==> config.mk <==
export PLATFORM = sky130hd
export DESIGN_NAME = infix_to_postfix_converter_unit
export DESIGN_NICKNAME = d
export VERILOG_FILES = /design/src/hdl/itp_pkg.sv /design/src/hdl/infix_to_postfix_converter_unit.sv
export SDC_FILE = /design/constraint.sdc
export NUM_CORES = 1
export LEC_CHECK = 0
export ABC_CLOCK_PERIOD_IN_PS = 3150
export BUFFER_PORTS_ARGS = -buffer_cell sky130_fd_sc_hd__buf_4
export CORE_ASPECT_RATIO = 1.1
export CORE_MARGIN = 1
export CORE_UTILIZATION = 48
export DETAILED_ROUTE_END_ITERATION = 8
export RECOVER_POWER = 100
export SLEW_MARGIN = 10
export SYNTH_ARGS = -nofsm -noshare
export SYNTH_HDL_FRONTEND = slang
export SYNTH_SLANG_ARGS = --single-unit
==> constraint.sdc <==
create_clock -name clk -period 3.15 [get_ports clk]
set_input_delay 0.4725 -clock clk [delete_from_list [all_inputs] [get_ports clk]]
set_output_delay 0.4725 -clock clk [all_outputs]
set_load 0.005 [all_outputs]
==> src/hdl/itp_pkg.sv <==
// ============================================================================
// itp_pkg
// Types, codes and character helpers for the infix-to-postfix converter.
// ============================================================================
package itp_pkg;

    localparam int STACK_DEPTH_DEFAULT = 32;

    // Sequencer states
    typedef enum logic [1:0] {
        ST_IDLE,
        ST_READ,
        ST_EVAL,
        ST_FINISH
    } state_t;

    // What a multi-cycle word is doing to the stack
    typedef enum logic [1:0] {
        KIND_FLUSH,
        KIND_CLOSE,
        KIND_OP
    } kind_t;

    // Result error codes
    typedef enum logic [1:0] {
        ERR_NONE,
        ERR_UNMATCHED,
        ERR_ILLEGAL,
        ERR_OVERFLOW
    } err_t;

    // Stacked operator codes
    localparam logic [2:0] OP_LPAREN = 3'd0;
    localparam logic [2:0] OP_ADD    = 3'd1;
    localparam logic [2:0] OP_SUB    = 3'd2;
    localparam logic [2:0] OP_MUL    = 3'd3;
    localparam logic [2:0] OP_DIV    = 3'd4;
    localparam logic [2:0] OP_MOD    = 3'd5;

    // ASCII characters
    localparam logic [7:0] CH_LPAREN = 8'h28;
    localparam logic [7:0] CH_RPAREN = 8'h29;
    localparam logic [7:0] CH_ADD    = 8'h2B;
    localparam logic [7:0] CH_SUB    = 8'h2D;
    localparam logic [7:0] CH_MUL    = 8'h2A;
    localparam logic [7:0] CH_DIV    = 8'h2F;
    localparam logic [7:0] CH_MOD    = 8'h25;
    localparam logic [7:0] CH_NUL    = 8'h00;

    function automatic logic is_operand(input logic [7:0] c);
        return (c inside {[8'h30:8'h39], [8'h41:8'h5A], [8'h61:8'h7A]});
    endfunction

    function automatic logic is_operator(input logic [7:0] c);
        return (c inside {CH_ADD, CH_SUB, CH_MUL, CH_DIV, CH_MOD});
    endfunction

    function automatic logic [2:0] op_code_of(input logic [7:0] c);
        logic [2:0] code;
        case (c)
            CH_ADD:  code = OP_ADD;
            CH_SUB:  code = OP_SUB;
            CH_MUL:  code = OP_MUL;
            CH_DIV:  code = OP_DIV;
            CH_MOD:  code = OP_MOD;
            default: code = OP_LPAREN;
        endcase
        return code;
    endfunction

    function automatic logic [7:0] op_char_of(input logic [2:0] code);
        logic [7:0] c;
        case (code)
            OP_LPAREN: c = CH_LPAREN;
            OP_ADD:    c = CH_ADD;
            OP_SUB:    c = CH_SUB;
            OP_MUL:    c = CH_MUL;
            OP_DIV:    c = CH_DIV;
            OP_MOD:    c = CH_MOD;
            default:   c = CH_NUL;
        endcase
        return c;
    endfunction

    // Multiplicative operators rank above additive ones
    function automatic logic op_prio(input logic [2:0] code);
        return (code >= OP_MUL);
    endfunction

endpackage

==> src/hdl/infix_to_postfix_converter_unit.sv <==
// ============================================================================
// infix_to_postfix_converter_unit
// Shunting-yard converter: infix ASCII in, postfix ASCII out, one word each.
// ============================================================================
// Operands, '(' and illegal characters are handled in their accepting
// cycle, and any result sits in the output register from the next cycle.
// A flush after an error is also handled in its accepting cycle. A word
// that walks the operator stack (an operator, ')' or a flush) is accepted
// and then passes:
//   - a read state and a compare state for every operator popped (the
//     stack memory has a registered read);
//   - a read and a test of the entry that stops the walk, unless the
//     pops empty the stack;
//   - a finishing state for the push or the last result, which repeats
//     when an error result follows popped operators.
// An operator on an empty stack goes straight to the finishing state.
// Input is taken only while the sequencer is idle and the output register
// is empty or draining. A stalled sink holds a walk in place whenever its
// next result is ready. After reset the stack is empty and needs no
// clearing pass.
// ============================================================================
module infix_to_postfix_converter_unit #(
    parameter int STACK_DEPTH = itp_pkg::STACK_DEPTH_DEFAULT
) (
    input  logic       clk,
    input  logic       rst_n,
    input  logic       s_axis_tvalid,
    output logic       s_axis_tready,
    input  logic [7:0] s_axis_tdata,   // [7:0] ch
    input  logic       s_axis_tlast,   // flush
    output logic       m_axis_tvalid,
    input  logic       m_axis_tready,
    output logic [7:0] m_axis_tdata,   // [7:0] out_char
    output logic [2:0] m_axis_tuser,   // [0] has_char, [2:1] error_code
    output logic       m_axis_tlast    // last
);

    localparam int CW = $clog2(STACK_DEPTH + 1);
    localparam int AW = $clog2(STACK_DEPTH);
    localparam logic [CW-1:0] DEPTH_C = CW'(STACK_DEPTH);

    // Operator stack memory
    logic [2:0]    stack_mem [STACK_DEPTH];
    logic          mem_we;
    logic [AW-1:0] mem_waddr;
    logic [2:0]    mem_wdata;
    logic [AW-1:0] mem_raddr;
    logic [2:0]    rd_data_reg;

    // Control and working registers
    itp_pkg::state_t state_reg, state_next;
    itp_pkg::kind_t  kind_reg, kind_next;
    logic [2:0]      code_reg, code_next;
    logic [CW-1:0]   count_reg, count_next;
    logic            hold_reg, hold_next;
    logic            found_reg, found_next;
    logic            pend_valid_reg, pend_valid_next;
    logic [7:0]      pend_char_reg, pend_char_next;

    // Output register
    logic            out_valid_reg, out_valid_next;
    logic [7:0]      out_char_reg, out_char_next;
    logic            out_has_reg, out_has_next;
    itp_pkg::err_t   out_err_reg, out_err_next;
    logic            out_last_reg, out_last_next;

    logic            can_emit;
    logic            accept;
    logic            start_stack;
    logic            pop_cond;
    itp_pkg::err_t   fin_err;
    logic            fin_wait;

    // Emit request into the output register
    logic            emit;
    logic [7:0]      emit_char;
    logic            emit_has;
    itp_pkg::err_t   emit_err;
    logic            emit_last;

    assign can_emit      = !out_valid_reg || m_axis_tready;
    assign s_axis_tready = (state_reg == itp_pkg::ST_IDLE) && can_emit;
    assign accept        = s_axis_tvalid && s_axis_tready;

    // Words that must walk the stack
    assign start_stack = accept && !hold_reg &&
        (s_axis_tlast || (s_axis_tdata == itp_pkg::CH_RPAREN) ||
         itp_pkg::is_operator(s_axis_tdata));

    // Top-of-stack pops while it is an operator of enough priority
    assign pop_cond = (rd_data_reg != itp_pkg::OP_LPAREN) &&
        ((kind_reg != itp_pkg::KIND_OP) ||
         (itp_pkg::op_prio(rd_data_reg) >= itp_pkg::op_prio(code_reg)));

    // Terminating error of a stack walk
    always_comb
    begin
        fin_err = itp_pkg::ERR_NONE;
        if (kind_reg == itp_pkg::KIND_CLOSE && !found_reg)
        begin
            fin_err = itp_pkg::ERR_UNMATCHED;
        end
        else if (kind_reg == itp_pkg::KIND_OP && count_reg == DEPTH_C)
        begin
            fin_err = itp_pkg::ERR_OVERFLOW;
        end
    end

    assign fin_wait = (pend_valid_reg || fin_err != itp_pkg::ERR_NONE) && !can_emit;

    // Read address: current top entry
    assign mem_raddr = (count_reg == '0) ? '0 : AW'(count_reg - 1'b1);

    // Next state
    always_comb
    begin
        state_next = state_reg;
        case (state_reg)
            itp_pkg::ST_IDLE:
            begin
                if (start_stack)
                begin
                    state_next = (count_reg != '0) ? itp_pkg::ST_READ : itp_pkg::ST_FINISH;
                end
            end
            itp_pkg::ST_READ:
            begin
                state_next = itp_pkg::ST_EVAL;
            end
            itp_pkg::ST_EVAL:
            begin
                if (!pop_cond)
                begin
                    state_next = itp_pkg::ST_FINISH;
                end
                else if (!pend_valid_reg || can_emit)
                begin
                    state_next = (count_reg != CW'(1)) ? itp_pkg::ST_READ
                                                       : itp_pkg::ST_FINISH;
                end
            end
            itp_pkg::ST_FINISH:
            begin
                if (!fin_wait && !(pend_valid_reg && fin_err != itp_pkg::ERR_NONE))
                begin
                    state_next = itp_pkg::ST_IDLE;
                end
            end
            default:
            begin
                state_next = itp_pkg::ST_IDLE;
            end
        endcase
    end

    // Datapath and outputs
    always_comb
    begin
        kind_next       = kind_reg;
        code_next       = code_reg;
        count_next      = count_reg;
        hold_next       = hold_reg;
        found_next      = found_reg;
        pend_valid_next = pend_valid_reg;
        pend_char_next  = pend_char_reg;
        emit            = 1'b0;
        emit_char       = itp_pkg::CH_NUL;
        emit_has        = 1'b0;
        emit_err        = itp_pkg::ERR_NONE;
        emit_last       = 1'b1;
        mem_we          = 1'b0;
        mem_waddr       = count_reg[AW-1:0];
        mem_wdata       = code_reg;

        case (state_reg)
            itp_pkg::ST_IDLE:
            begin
                if (accept)
                begin
                    found_next      = 1'b0;
                    pend_valid_next = 1'b0;
                    code_next       = itp_pkg::op_code_of(s_axis_tdata);
                    if (s_axis_tlast)
                    begin
                        kind_next = itp_pkg::KIND_FLUSH;
                        if (hold_reg)
                        begin
                            // abandoned expression: drop the stack silently
                            count_next = '0;
                            hold_next  = 1'b0;
                        end
                    end
                    else if (!hold_reg)
                    begin
                        if (s_axis_tdata == itp_pkg::CH_LPAREN)
                        begin
                            if (count_reg < DEPTH_C)
                            begin
                                mem_we     = 1'b1;
                                mem_wdata  = itp_pkg::OP_LPAREN;
                                count_next = count_reg + 1'b1;
                            end
                            else
                            begin
                                emit      = 1'b1;
                                emit_err  = itp_pkg::ERR_OVERFLOW;
                                hold_next = 1'b1;
                            end
                        end
                        else if (s_axis_tdata == itp_pkg::CH_RPAREN)
                        begin
                            kind_next = itp_pkg::KIND_CLOSE;
                        end
                        else if (itp_pkg::is_operand(s_axis_tdata))
                        begin
                            emit      = 1'b1;
                            emit_char = s_axis_tdata;
                            emit_has  = 1'b1;
                        end
                        else if (itp_pkg::is_operator(s_axis_tdata))
                        begin
                            kind_next = itp_pkg::KIND_OP;
                        end
                        else
                        begin
                            emit      = 1'b1;
                            emit_err  = itp_pkg::ERR_ILLEGAL;
                            hold_next = 1'b1;
                        end
                    end
                end
            end
            itp_pkg::ST_READ:
            begin
                // stack memory read in flight
            end
            itp_pkg::ST_EVAL:
            begin
                if (pop_cond)
                begin
                    if (!pend_valid_reg || can_emit)
                    begin
                        // previous pop is known not to be the last result
                        emit            = pend_valid_reg;
                        emit_char       = pend_char_reg;
                        emit_has        = 1'b1;
                        emit_last       = 1'b0;
                        pend_valid_next = 1'b1;
                        pend_char_next  = itp_pkg::op_char_of(rd_data_reg);
                        count_next      = count_reg - 1'b1;
                    end
                end
                else if (kind_reg == itp_pkg::KIND_CLOSE)
                begin
                    // matching '(' found: drop it
                    found_next = 1'b1;
                    count_next = count_reg - 1'b1;
                end
            end
            itp_pkg::ST_FINISH:
            begin
                if (!fin_wait)
                begin
                    if (pend_valid_reg)
                    begin
                        emit            = 1'b1;
                        emit_char       = pend_char_reg;
                        emit_has        = 1'b1;
                        emit_last       = (fin_err == itp_pkg::ERR_NONE);
                        pend_valid_next = 1'b0;
                    end
                    else if (fin_err != itp_pkg::ERR_NONE)
                    begin
                        emit      = 1'b1;
                        emit_err  = fin_err;
                        hold_next = 1'b1;
                    end

                    if (fin_err == itp_pkg::ERR_NONE)
                    begin
                        if (kind_reg == itp_pkg::KIND_FLUSH)
                        begin
                            count_next = '0;
                        end
                        else if (kind_reg == itp_pkg::KIND_OP)
                        begin
                            mem_we     = 1'b1;
                            count_next = count_reg + 1'b1;
                        end
                    end
                end
            end
            default:
            begin
            end
        endcase
    end

    // Output register load and drain
    always_comb
    begin
        out_valid_next = out_valid_reg;
        out_char_next  = out_char_reg;
        out_has_next   = out_has_reg;
        out_err_next   = out_err_reg;
        out_last_next  = out_last_reg;
        if (emit)
        begin
            out_valid_next = 1'b1;
            out_char_next  = emit_char;
            out_has_next   = emit_has;
            out_err_next   = emit_err;
            out_last_next  = emit_last;
        end
        else if (m_axis_tready)
        begin
            out_valid_next = 1'b0;
        end
    end

    // Stack memory: one write port, registered read
    always_ff @(posedge clk)
    begin
        if (mem_we)
        begin
            stack_mem[mem_waddr] <= mem_wdata;
        end
        rd_data_reg <= stack_mem[mem_raddr];
    end

    // Control registers
    always_ff @(posedge clk or negedge rst_n)
    begin
        if (!rst_n)
        begin
            state_reg      <= itp_pkg::ST_IDLE;
            count_reg      <= '0;
            hold_reg       <= 1'b0;
            pend_valid_reg <= 1'b0;
            out_valid_reg  <= 1'b0;
        end
        else
        begin
            state_reg      <= state_next;
            count_reg      <= count_next;
            hold_reg       <= hold_next;
            pend_valid_reg <= pend_valid_next;
            out_valid_reg  <= out_valid_next;
        end
    end

    // Payload registers
    always_ff @(posedge clk)
    begin
        kind_reg      <= kind_next;
        code_reg      <= code_next;
        found_reg     <= found_next;
        pend_char_reg <= pend_char_next;
        out_char_reg  <= out_char_next;
        out_has_reg   <= out_has_next;
        out_err_reg   <= out_err_next;
        out_last_reg  <= out_last_next;
    end

    assign m_axis_tvalid = out_valid_reg;
    assign m_axis_tdata  = out_char_reg;
    assign m_axis_tuser  = {out_err_reg, out_has_reg};
    assign m_axis_tlast  = out_last_reg;

endmodule

Word-level counts from Yosys, hierarchy flattened
Memory sizes are Yosys's and may differ from the RTL's. A register that Yosys moved wholly into a read port is not among the register bits.
Cells that the tools add are included.
{"block": "totals", "output_inout_bits": 14, "n_memories": 1, "regBits": 37, "ramBits": 96}
{"block": "op_classes", "n_lt_le_gt_ge": 10, "n_reduce_logical": 49, "eq_ne": 41, "add_sub_neg": 2, "n_mux": 122}
{"name": "stack_mem", "words": 32, "width": 3, "rd": 1, "rd_ports_with_merged_regs": 1, "write_ports": 1, "line_no": "infix_to_postfix_converter_unit.sv:43", "text": "logic [2:0] stack_mem [STACK_DEPTH];"}
{"operator": "$mux W8", "count": 10}
{"operator": "$mux W6", "count": 13}
{"operator": "$eq A8 B6 Y1 const B", "count": 7}
{"operator": "$mux W1", "count": 55}
{"operator": "$mux W2", "count": 24}
{"operator": "$pmux W6 S6", "count": 1}
{"operator": "$ne A2 B2 Y1 const B", "count": 14}
{"operator": "$pmux W8 S3", "count": 1}
{"operator": "$mux W3", "count": 6}
{"operator": "$ne A3 B3 Y1 const B", "count": 6}
{"operator": "$pmux W6 S3", "count": 1}
{"operator": "$ge A8 B7 Y1 const B", "count": 2}
{"operator": "$le A8 B7 Y1 const B", "count": 2}
{"operator": "$pmux W3 S5", "count": 1}
{"operator": "$logic_and A1 B1 Y1", "count": 13}
{"operator": "$reduce_bool A3 Y1", "count": 4}
{"operator": "$reduce_and A11 Y1", "count": 1}
{"operator": "$reduce_and A5 Y1", "count": 2}
{"operator": "$pmux W1 S3", "count": 3}
{"operator": "$ge A8 B6 Y1 const B", "count": 1}
{"operator": "$le A8 B6 Y1 const B", "count": 1}
{"operator": "$pmux W1 S2", "count": 4}
{"operator": "$pmux W2 S4", "count": 1}
{"operator": "$reduce_bool A2 Y1", "count": 4}
{"operator": "26 further kinds", "count": 47}

Depth between registers and ports, before layout
Gate-level depths: netlist (run 1).
{"block": "logic_depth", "depth_word": 11, "depth_mapped": 11}

Worst setup path after synthesis (run 1)
OpenSTA, ideal clock, no wires.
{"block": "synth_timing", "kind": "register to register", "startpoint": "register count_reg[0]", "endpoint": "register count_reg[4]", "synth_period_minus_slack_ns": 2.519, "n_path_buf": 2, "setup_ns": 0.131, "required_ns": 3.019, "t_arrival_ns": 2.388, "path_stages_with_launch": 11, "setup_slack_ns": 0.631, "path_cell_list": "dfrtp_1 -> clkbuf_1 -> inv_1 -> ha_1 -> nor4b_4 -> and3_1 -> o21ai_1 -> o2111ai_2 -> buf_4 -> o21a_1 -> or3_1"}
{"block": "synth_via", "elab_chain_len": 9, "word_cells_on_any_way": 28, "classes_between": "2 x add/sub; 1 x order compare; 4 x eq/ne; 15 x mux; 6 x reduce/logical"}
{"item": "start, declared", "line_no": "infix_to_postfix_converter_unit.sv:54", "text": "logic [CW-1:0] count_reg, count_next;"}
{"item": "start signal, assigned", "line_no": "infix_to_postfix_converter_unit.sv:345", "text": "count_reg <= count_next;"}
{"item": "parallel branches: the longest is 9 deep, another holds $add A6 B1 Y6"}
Parallel ways; which one is timed is not known. The select of a mux whose other input is x is not followed.
A chain may end at the register's enable or synchronous reset.

Worst setup path in the final report (run 1)
{"block": "layout_timing", "startpoint": "register state_reg[0]", "endpoint": "memory stack_mem[6][2], enable pin"}
{"block": "layout_via", "elab_chain_len": 7, "word_cells_on_any_way": 8, "classes_between": "1 x eq/ne; 4 x mux; 3 x reduce/logical"}
{"item": "start, declared", "line_no": "infix_to_postfix_converter_unit.sv:51", "text": "itp_pkg::state_t state_reg, state_next;"}
{"item": "start signal, assigned", "line_no": "infix_to_postfix_converter_unit.sv:336", "text": "state_reg <= itp_pkg::ST_IDLE;"}
{"item": "start signal, assigned", "line_no": "infix_to_postfix_converter_unit.sv:344", "text": "state_reg <= state_next;"}
{"item": "$logic_not A2 Y1", "line_no": "infix_to_postfix_converter_unit.sv:82, infix_to_postfix_converter_unit.sv:175"}
{"item": "$logic_and A1 B1 Y1", "line_no": "infix_to_postfix_converter_unit.sv:82", "text": "assign s_axis_tready = (state_reg == itp_pkg::ST_IDLE) && can_emit;"}
{"item": "$logic_and A1 B1 Y1", "line_no": "infix_to_postfix_converter_unit.sv:83", "text": "assign accept = s_axis_tvalid && s_axis_tready;"}
{"item": "$mux W1", "line_no": "infix_to_postfix_converter_unit.sv:178", "text": "if (accept)"}
{"item": "$pmux W1 S2 (*)", "line_no": "infix_to_postfix_converter_unit.sv:175", "text": "case (state_reg)"}
{"item": "$mux W1 (*)", "line_no": "infix_to_postfix_converter_unit.sv:324", "text": "if (mem_we)"}
{"item": "$mux W1 (not written as such) (*)", "line_no": "infix_to_postfix_converter_unit.sv:326", "text": "stack_mem[mem_waddr] <= mem_wdata;"}
{"item": "end, declared", "line_no": "infix_to_postfix_converter_unit.sv:43"}
Every way passes the cells marked *; elsewhere a longest branch is shown, timed or not.

==> results of run 1 <==
layout make-up:
class / instances / area, µm²
timing repair buffer: 43 / 309
fill: 1127 / 5820
clock buffer: 19 / 433
multi-input combinational: 376 / 2390
inverter: 11 / 41.3
clock inverter: 13 / 133
tap: 184 / 230
sequential: 133 / 3910
logic make-up (layout without fill, tap and decap cells):
logic type | Yosys count | count (layout) | synth area share [%]
simple gates | 211 | 211 | 15.7
other cells | 1 | 1 | 0.0574
flops | 133 | 133 | 59.8
mux | 28 | 28 | 5.11
xor+xnor | 4 | 4 | 0.536
compound gates | 122 | 122 | 13.4
buf+inv | 49 | 86 | 3.56
fa+ha+maj | 10 | 10 | 1.88
routing by layer:
metal  share of wire [%]  routed length (µm)  vias up
li1                    -                   -     2159
met1                  43                6360     2251
met2                  49                7220      153
met3                 5.1                 753       27
met4                 2.7                 405        0
met5                   0                   0        -
timing repair:
action                     4_1_cts  5_1_grt
resized for setup                0        0
hold buffers                     1        0
setup endpoints to repair        0        0
hold endpoints to repair        11        0
setup buffers                    0        0
through the flow:
stage | utilization (%) | setup WS, ns
CTS | 56.4 | 0.454
global route | 56.1 | 0.122
floorplan | - | 0.631
finish | 56.1 | 0.286
detailed placement | 52.1 | 0.307
global placement | 52.1 | 0.316
where the power goes:
part | switching [µW] | internal (µW) | total (µW)
sequential | 224 | 2270 | 2500
combinational | 1950 | 1230 | 3180
clock | 732 | 1160 | 1890
total | 2910 | 4660 | 7570
worst max-delay path: stages, from the launching register on:
cell and delay (ns):
dfrtp_1 0.41, inv_1 0.13, ha_1 0.18, clkbuf_1 0.27, nand4_1 0.20, nor2_1 0.42
o21ba_2 0.28, nand2_1 0.27, nor2_1 0.36
Yosys cell counts, drive strengths merged (4+ instances only):
| library cell | instances |
|---|---|
| edfxtp | 119 |
| nand2 | 65 |
| nor2 | 61 |
| nand3 | 27 |
| clkbuf | 23 |
| o21ai | 22 |
| a21oi | 21 |
| mux2i | 21 |
| buf | 15 |
| dfrtp | 11 |
| inv | 11 |
| nor2b | 10 |
| ha | 9 |
| a31oi | 8 |
| nor4 | 8 |
| a221oi | 7 |
| a22oi | 7 |
| a211oi | 6 |
| nand2b | 6 |
| nor3 | 6 |
| or3 | 6 |
| o32a | 5 |
| a32oi | 4 |
| mux4 | 4 |
| o221ai | 4 |
| or2 | 4 |
path summary, 6_finish.rpt:
| check | start | end | slack, ns | depth (start not counted) |
|---|---|---|---|---|
| max | state_reg[0] | stack_mem[6][2] | 0.29 | 8 |
| min | s_axis_tlast | hold_reg | 0.34 | 2 |
| max reg2reg | state_reg[0] | stack_mem[6][2] | 0.29 | 8 |
| min reg2reg | pend_char_reg[2] | m_axis_tdata[2] | 0.57 | 2 |
| max in group asynchronous | rst_n | hold_reg | 2.15 | 2 |
| min in group asynchronous | rst_n | count_reg[5] | 0.59 | 2 |
==> flow_summary.json, run 1 <==
{
  "outcome": "finished clean",
  "io_pins": 27,
  "cap_violations": 0,
  "skew_ns": 0.00716,
  "synth_edf_count": 119,
  "num_antenna_cells": 0,
  "drt_wl_total_mm": 14.7,
  "cp-start-kind": "register",
  "cts_buffers": 17,
  "cp.required_ns": 3.24,
  "drv_slew": 0,
  "stdcell_area_um2": 7450,
  "total_power_uw": 7570,
  "place_inst": 746,
  "placed_cell_area_um2": 6910,
  "grt_max_degree": 43,
  "met1_usage_pct": 27.7,
  "gp_congestion": 0.890,
  "cts_tree": "built",
  "crit_type": "reg -> reg",
  "post-route-period-util_pct": 90.9,
  "post_drt_wl_per_cell_um": 18.9,
  "synthCells": 558,
  "use_met2_pct": 36.2,
  "portBuffers": 26,
  "fp.dieArea_um2": 14100,
  "grt_pass1_vias": 4362,
  "critPathMaxFanout": 8,
  "design.core.area_um2": 13300,
  "async_flop_share_pct": 8.27,
  "clock_latency_ns": 0.42,
  "grt_use_total_pct": 22.0,
  "synth.lib_cells_used.distinct": 70,
  "synth-seq-cells": 133,
  "setup_viol": 0,
  "fp-row-count": 44,
  "tns_ns": 0,
  "grt_overflow": 0,
  "layout_common_cells": "119 x edfxtp_1, 65 x nand2_1, 60 x nor2_1, 27 x nand3_1",
  "clk_pin_slew_ns": 0.06,
  "p_per_area_nw_per_um2": 1020,
  "synth.cell_area_um2": 6540,
  "synth_ff_type": "edfxtp_1",
  "htree_num_levels": 4,
  "clock-sinks": 133,
  "ir_drop_v": 0.000560,
  "syn_area_per_cell_um2": 11.7,
  "dr.pass1.iters": 5,
  "fin_hold_ws_ns": 0.343,
  "drc": 0,
  "grt_most_used_layer": "met2",
  "first_iter_violations": 338,
  "synth.top_cell.area_share_pct": 54.7,
  "critPathArrivalTime_ns": 2.95,
  "fin_crit_ns": 2.86,
  "grt_pass1_wl_mm": 23.2,
  "nNetsFinal": 604,
  "cts_root_buf": "clkbuf_16",
  "die_w_um": 113,
  "synth_fp_nets": 580,
  "fin_cells": 779,
  "synth_area_leader_cell": "edfxtp_1",
  "vias": 4590,
  "via_per_inst": 5.89,
  "drive_gt1_share_pct": 14.6,
  "netlist_top_cells_area": "edfxtp_1 55%, dfrtp_1 4.2%, nand2_1 3.7%",
  "synth_warnings": 0,
  "detail-route-antenna-nets": 0,
  "yosysSeqAreaShare_pct": 59.8,
  "cts_max_path_buffers": 2,
  "crit_path_end_kind": "register",
  "hp-class": "in -> reg",
  "largest_reg_flops": 96,
  "final_common_cell": "edfxtp_1",
  "dpl.hpwl_mm": 10.1,
  "dieHeight_um": 124,
  "grtUsageMet3_pct": 4.33,
  "fmax_mhz": 349,
  "rsz0062_at_grt": "no",
  "tightest_slew_ns": 1.03,
  "start_util_pct": 49.3,
  "antenna_found_initial": 0,
  "slew_headroom_pct": 31.0,
  "leakage_uw": 0.00256,
  "final_hold_viol_count": 0,
  "area_growth_pct": 13.9
}
Note: power is estimated with default switching activity, not from simulation.
==> run 2: changes to the inputs <==
--- a/config.mk
+++ b/config.mk
@@ -7,9 +7,10 @@
 export LEC_CHECK = 0
 export ABC_CLOCK_PERIOD_IN_PS = 3150
 export BUFFER_PORTS_ARGS = -buffer_cell sky130_fd_sc_hd__buf_4
-export CORE_ASPECT_RATIO = 1.1
+export CORE_ASPECT_RATIO = 0.5
 export CORE_MARGIN = 1
 export CORE_UTILIZATION = 48
+export CTS_CLUSTER_SIZE = 24
 export DETAILED_ROUTE_END_ITERATION = 8
 export RECOVER_POWER = 100
 export SLEW_MARGIN = 10
==> flow_summary.json, run 2 (synthesis gave the netlist of run 1 again) <==
{
  "outcome": "finished clean",
  "ir_drop_v": 0.000583,
  "dpl.hpwl_mm": 10.3,
  "cp.required_ns": 3.42,
  "fin_hold_ws_ns": 0.329,
  "post-route-period-util_pct": 89.8,
  "met1_usage_pct": 32.2,
  "cts_tree": "built",
  "dieHeight_um": 84.5,
  "portBuffers": 26,
  "crit_path_end_kind": "register",
  "critPathMaxFanout": 9,
  "drc": 0,
  "min_path_cells": 2,
  "crit_type": "reg -> reg",
  "use_met2_pct": 34.9,
  "cp-start-kind": "register",
  "drv_slew": 0,
  "crit_slowest_cell": "a221oi_1",
  "r2r_slack_ns": 0.32,
  "drt_wl_total_mm": 15.2,
  "p_per_area_nw_per_um2": 1050,
  "reg2reg_from": "count_reg[0]",
  "clock_latency_ns": 0.42,
  "fin_crit_ns": 2.83,
  "p_clk_share_pct": 26.7,
  "cts_root_buf": "clkbuf_16",
  "p_int_uw": 4870,
  "gp_congestion": 0.828,
  "grt_pass1_vias": 4382,
  "startpoint": "count_reg[0]",
  "design.core.area_um2": 13000,
  "fp.dieArea_um2": 14100,
  "skew_ns": 0.0114,
  "pwr-share-seq_pct": 31.4,
  "clock-sinks": 133,
  "die_w_um": 167,
  "hp-class": "in -> reg",
  "layout_common_cells": "119 x edfxtp_1, 65 x nand2_1, 60 x nor2_1, 27 x nand3_1, 24 x buf_4",
  "start_util_pct": 50.5,
  "r2r_end": "rd_data_reg[1]",
  "slew_headroom_pct": 42.0,
  "drive_gt1_share_pct": 15.6,
  "min_from": "s_axis_tlast",
  "detail-route-antenna-nets": 0,
  "cp_cell_sequence": "inv_1 -> ha_1 -> nor4b_4 -> clkbuf_1 -> a21o_1 -> buf_4 -> a31oi_1 -> a221oi_1 -> nor4_1",
  "stdcell_area_um2": 7500,
  "cts_max_path_buffers": 2,
  "post_drt_wl_per_cell_um": 19.8,
  "num_antenna_cells": 0,
  "critPathArrivalTime_ns": 3.10,
  "grtUsageMet3_pct": 5.37,
  "area_growth_pct": 14.8,
  "fmax_mhz": 354,
  "placed_cell_area_um2": 6900,
  "final_hold_viol_count": 0,
  "htree_num_levels": 4,
  "nNetsFinal": 607,
  "io_pins": 27,
  "max_stage_delay_ns": 0.51,
  "dr.pass1.iters": 5,
  "grt_use_total_pct": 22.9,
  "hold_end": "hold_reg",
  "final_common_cell": "edfxtp_1",
  "grt_max_degree": 33,
  "fp-row-count": 29,
  "vias": 4611,
  "grt_pass1_wl_mm": 24.3,
  "rr_worst_depth": 9,
  "cts_buffers": 17,
  "first_iter_violations": 526,
  "postCtsSetupBuffers": 0,
  "via_per_inst": 6.01,
  "clk_pin_slew_ns": 0.07,
  "grt_most_used_layer": "met2",
  "switching_share_pct": 38.3,
  "rsz0062_at_grt": "no",
  "power.switching_uw": 3020,
  "setup_viol": 0,
  "cpLargestDelayFamily": "compound AO/OA/AOI/OAI gates",
  "tns_ns": 0,
  "cp_num_buf_inv": 3,
  "leakage_uw": 0.00261,
  "grt_overflow": 0,
  "cap_violations": 0,
  "largest_reg_flops": 96,
  "ctsResizeCount": 0,
  "tightest_slew_ns": 0.863,
  "p_comb_share_pct": 41.9,
  "antenna_found_initial": 0
}
-- run 2: changes by cell type in the layout (fill, tap and decap cells not counted), sizes merged --
cell,change
inv,+2
clkinv,-3
buf,+4
bufinv,+2
clkbuf,-3
-- run 2: worst register-to-register path: stages, from the launching register on --
cell and delay, ns:
dfrtp_1 0.38, inv_1 0.14, ha_1 0.25, nor4b_4 0.27, clkbuf_1 0.32, a21o_1 0.36, buf_4 0.23, a31oi_1 0.07
a221oi_1 0.51, nor4_1 0.15
-- run 2: what timing repair did --
item	CTS	global route
hold buffers	1	0
endpoints found under the setup margin	0	0
hold endpoints to repair	11	0
-- run 2: power by group through the flow --
| stage | sequential [µW] | clock (µW) | combinational [µW] |
|---|---|---|---|
| after global placement | 2510 | 0 | 3300 |
| final | 2480 | 2110 | 3310 |
| after detailed placement | 2510 | 0 | 3300 |
| after floorplan | 2410 | 0 | 2500 |
| after CTS | 2470 | 2130 | 3310 |
| after global routing | 2510 | 2200 | 3590 |
-- run 2: layout make-up --
class,count,area (µm²)
multi-input combinational,376,2390
clock buffer,17,425
tap,170,213
clock inverter,14,200
fill,1070,5450
inverter,11,41.3
timing repair buffer,46,323
sequential,133,3910
-- run 2: metrics by stage --
| stage | utilization, % | cells | setup slack [ns] | power (µW) |
|---|---|---|---|---|
| 6_report | 57.9 | 767 | 0.322 | 7890 |
| 5_1_grt | 57.9 | 767 | 0.120 | 8300 |
| 4_1_cts | 58.2 | 767 | 0.441 | 7920 |
| 3_5_place_dp | 53.3 | 735 | 0.330 | 5800 |
| 3_3_place_gp | 53.3 | 735 | 0.448 | 5810 |
| 2_1_floorplan | - | 558 | 0.631 | 4910 |
-- run 2: how the worst max path moves through the flow --
| stage | end | cells past startpoint | slack (ns) |
|---|---|---|---|
| floorplan | count_reg[4] | 10 | 0.63 |
| global placement | stack_mem[1][0] | 7 | 0.45 |
| detailed placement | stack_mem[10][2] | 7 | 0.33 |
| CTS | stack_mem[7][2] | 7 | 0.44 |
| global route | stack_mem[7][2] | 7 | 0.12 |
| finish | rd_data_reg[1] | 9 | 0.32 |
-- run 2: layer usage --
| layer | share of wire, % | vias up |
|---|---|---|
| met1 | 47 | 2243 |
| li1 | - | 2164 |
| met5 | 0 | - |
| met2 | 45 | 178 |
| met3 | 6.8 | 26 |
| met4 | 1.5 | 0 |
==> run 3: changes to the inputs <==
--- a/config.mk
+++ b/config.mk
@@ -13,6 +13,7 @@
 export CTS_CLUSTER_SIZE = 24
 export DETAILED_ROUTE_END_ITERATION = 8
 export RECOVER_POWER = 100
+export REMOVE_ABC_BUFFERS = 1
 export SLEW_MARGIN = 10
 export SYNTH_ARGS = -nofsm -noshare
 export SYNTH_HDL_FRONTEND = slang
==> flow_summary.json, run 3 (synthesis gave the netlist of run 1 again) <==
{
  "grt_use_total_pct": 22.5,
  "hold_end": "hold_reg",
  "die_w_um": 167,
  "post_drt_wl_per_cell_um": 19.4,
  "largest_reg_flops": 96,
  "grt_pass1_wl_mm": 24.0,
  "place_ws_ns": 0.307,
  "critPathMaxFanout": 18,
  "fmax_mhz": 350,
  "hp-class": "in -> reg",
  "grt_pass1_vias": 4346,
  "cap_violations": 0,
  "max_stage_delay_ns": 0.56,
  "p_per_area_nw_per_um2": 1030,
  "fp-row-count": 29,
  "r2r_slack_ns": 0.29,
  "first_iter_violations": 435,
  "ff_latch_area_um2": 3910,
  "cp.required_ns": 3.44,
  "outcome": "finished clean",
  "portBuffers": 26,
  "antenna_found_initial": 0,
  "post-route-period-util_pct": 90.8,
  "multi_input_area_um2": 2390,
  "min_path_cells": 2,
  "rsz0062_at_grt": "no",
  "slew_headroom_pct": 39.5,
  "fin_cells": 768,
  "start_util_pct": 50.5,
  "drive_gt1_share_pct": 15.7,
  "dpl.hpwl_mm": 9.98,
  "design.core.area_um2": 13000,
  "rr_worst_depth": 8,
  "place_inst": 735,
  "total_power_uw": 7670,
  "tightest_slew_ns": 0.900,
  "clock_latency_ns": 0.42,
  "ctsResizeCount": 0,
  "setup_viol": 0,
  "cts_max_path_buffers": 2,
  "cp_num_buf_inv": 2,
  "gp_congestion": 0.847,
  "critPathArrivalTime_ns": 3.15,
  "final_hold_viol_count": 0,
  "area_growth_pct": 14.3,
  "io_pins": 27,
  "layout_common_cells": "119 x edfxtp_1, 65 x nand2_1, 60 x nor2_1, 27 x nand3_1, 22 x buf_4",
  "postCtsSetupBuffers": 0,
  "num_antenna_cells": 0,
  "final_common_cell": "edfxtp_1",
  "grt_overflow": 0,
  "dr.pass1.iters": 7,
  "cts_root_buf": "clkbuf_16",
  "ir_drop_v": 0.000576,
  "grt_max_degree": 34,
  "post-route-util_pct": 57.7,
  "crit_type": "reg -> reg",
  "drv_slew": 0,
  "min_from": "s_axis_tlast",
  "vias": 4532,
  "drt_wl_total_mm": 14.9,
  "n_fill_cell": 1081,
  "detail-route-antenna-nets": 0,
  "htree_num_levels": 4,
  "cp-start-kind": "register",
  "reg2reg_from": "count_reg[0]",
  "fp.dieArea_um2": 14100,
  "crit_path_end_kind": "register",
  "dieHeight_um": 84.5,
  "drc": 0,
  "leakage_uw": 0.00259,
  "skew_ns": 0.0131,
  "r2r_end": "rd_data_reg[2]",
  "via_per_inst": 5.90,
  "fin_crit_ns": 2.86,
  "crit_slowest_cell": "nor2_2",
  "cts_tree": "built",
  "nNetsFinal": 607,
  "clk_pin_slew_ns": 0.06,
  "cp_cell_sequence": "inv_1 -> ha_1 -> xnor2_1 -> nor2_2 -> buf_12 -> mux4_2 -> a221oi_1 -> nor4_1",
  "timing.final.ws_setup_ns": 0.290,
  "clock-sinks": 133,
  "cts_buffers": 17,
  "cpLargestDelayFamily": "simple AND/OR/NAND/NOR gates"
}
run 3: changes by cell type in the layout (fill, tap and decap cells not counted), sizes merged:
cell,before,now
inv,14,19
clkbuf,38,39
clkinv,5,4
buf,24,23
bufinv,4,1
run 3: metal layers:
layer | GRT usage (%) | up-vias | wire, µm | part of all wire [%]
met5 | 0 | - | 0 | 0
met4 | 7.24 | 0 | 133 | 0.89
met3 | 4.86 | 14 | 945 | 6.3
met2 | 33.6 | 142 | 6520 | 44
met1 | 32.9 | 2211 | 7290 | 49
li1 | - | 2165 | - | -
run 3: through the flow:
| stage | hold slack, ns | cell area, µm² | TNS (ns) |
|---|---|---|---|
| 5_1_grt | 0.358 | 7470 | 0 |
| 3_5_place_dp | 0.326 | 6920 | 0 |
| 4_1_cts | 0.327 | 7510 | 0 |
| 2_1_floorplan | 0.177 | 6350 | -0.0234 |
| 6_report | 0.344 | 7470 | 0 |
| 3_3_place_gp | 0.325 | 6920 | 0 |
run 3: worst register-to-register path, stage by stage (launching register included):
cell	delay [ns]
dfrtp_1	0.38
inv_1	0.12
ha_1	0.35
xnor2_1	0.14
nor2_2	0.56
buf_12	0.26
mux4_2	0.53
a221oi_1	0.32
nor4_1	0.09
run 3: worst max path at each step:
stage | cells after the start | start | to | slack [ns]
2_1_floorplan | 7 | count_reg[0] | rd_data_reg[2] | -0.02
3_3_place_gp | 7 | s_axis_tdata[4] | stack_mem[21][1] | 0.36
3_5_place_dp | 7 | s_axis_tdata[4] | stack_mem[21][1] | 0.31
4_1_cts | 7 | state_reg[0] | stack_mem[21][0] | 0.37
5_1_grt | 8 | count_reg[0] | rd_data_reg[2] | 0.12
6_report | 8 | count_reg[0] | rd_data_reg[2] | 0.29
run 3: final cells by class:
type / count / area share, %
repair buffers: 46 / 4.49
clock buffers: 17 / 5.69
flip-flops and latches: 133 / 52.3
inverters: 11 / 0.553
clock inverters: 15 / 2.16
multi-input cells: 376 / 31.9
well taps: 170 / 2.85
run 3: report_power, final:
part           total (µW)  switching, µW  internal (µW)
logic                3240           1980           1260
registers            2470            200           2270
clock network        1960            838           1120
run 3: what timing repair did:
action	in CTS	in global routing
endpoints found under the hold margin	11	0
hold buffers	1	0
endpoints found under the setup margin	0	0
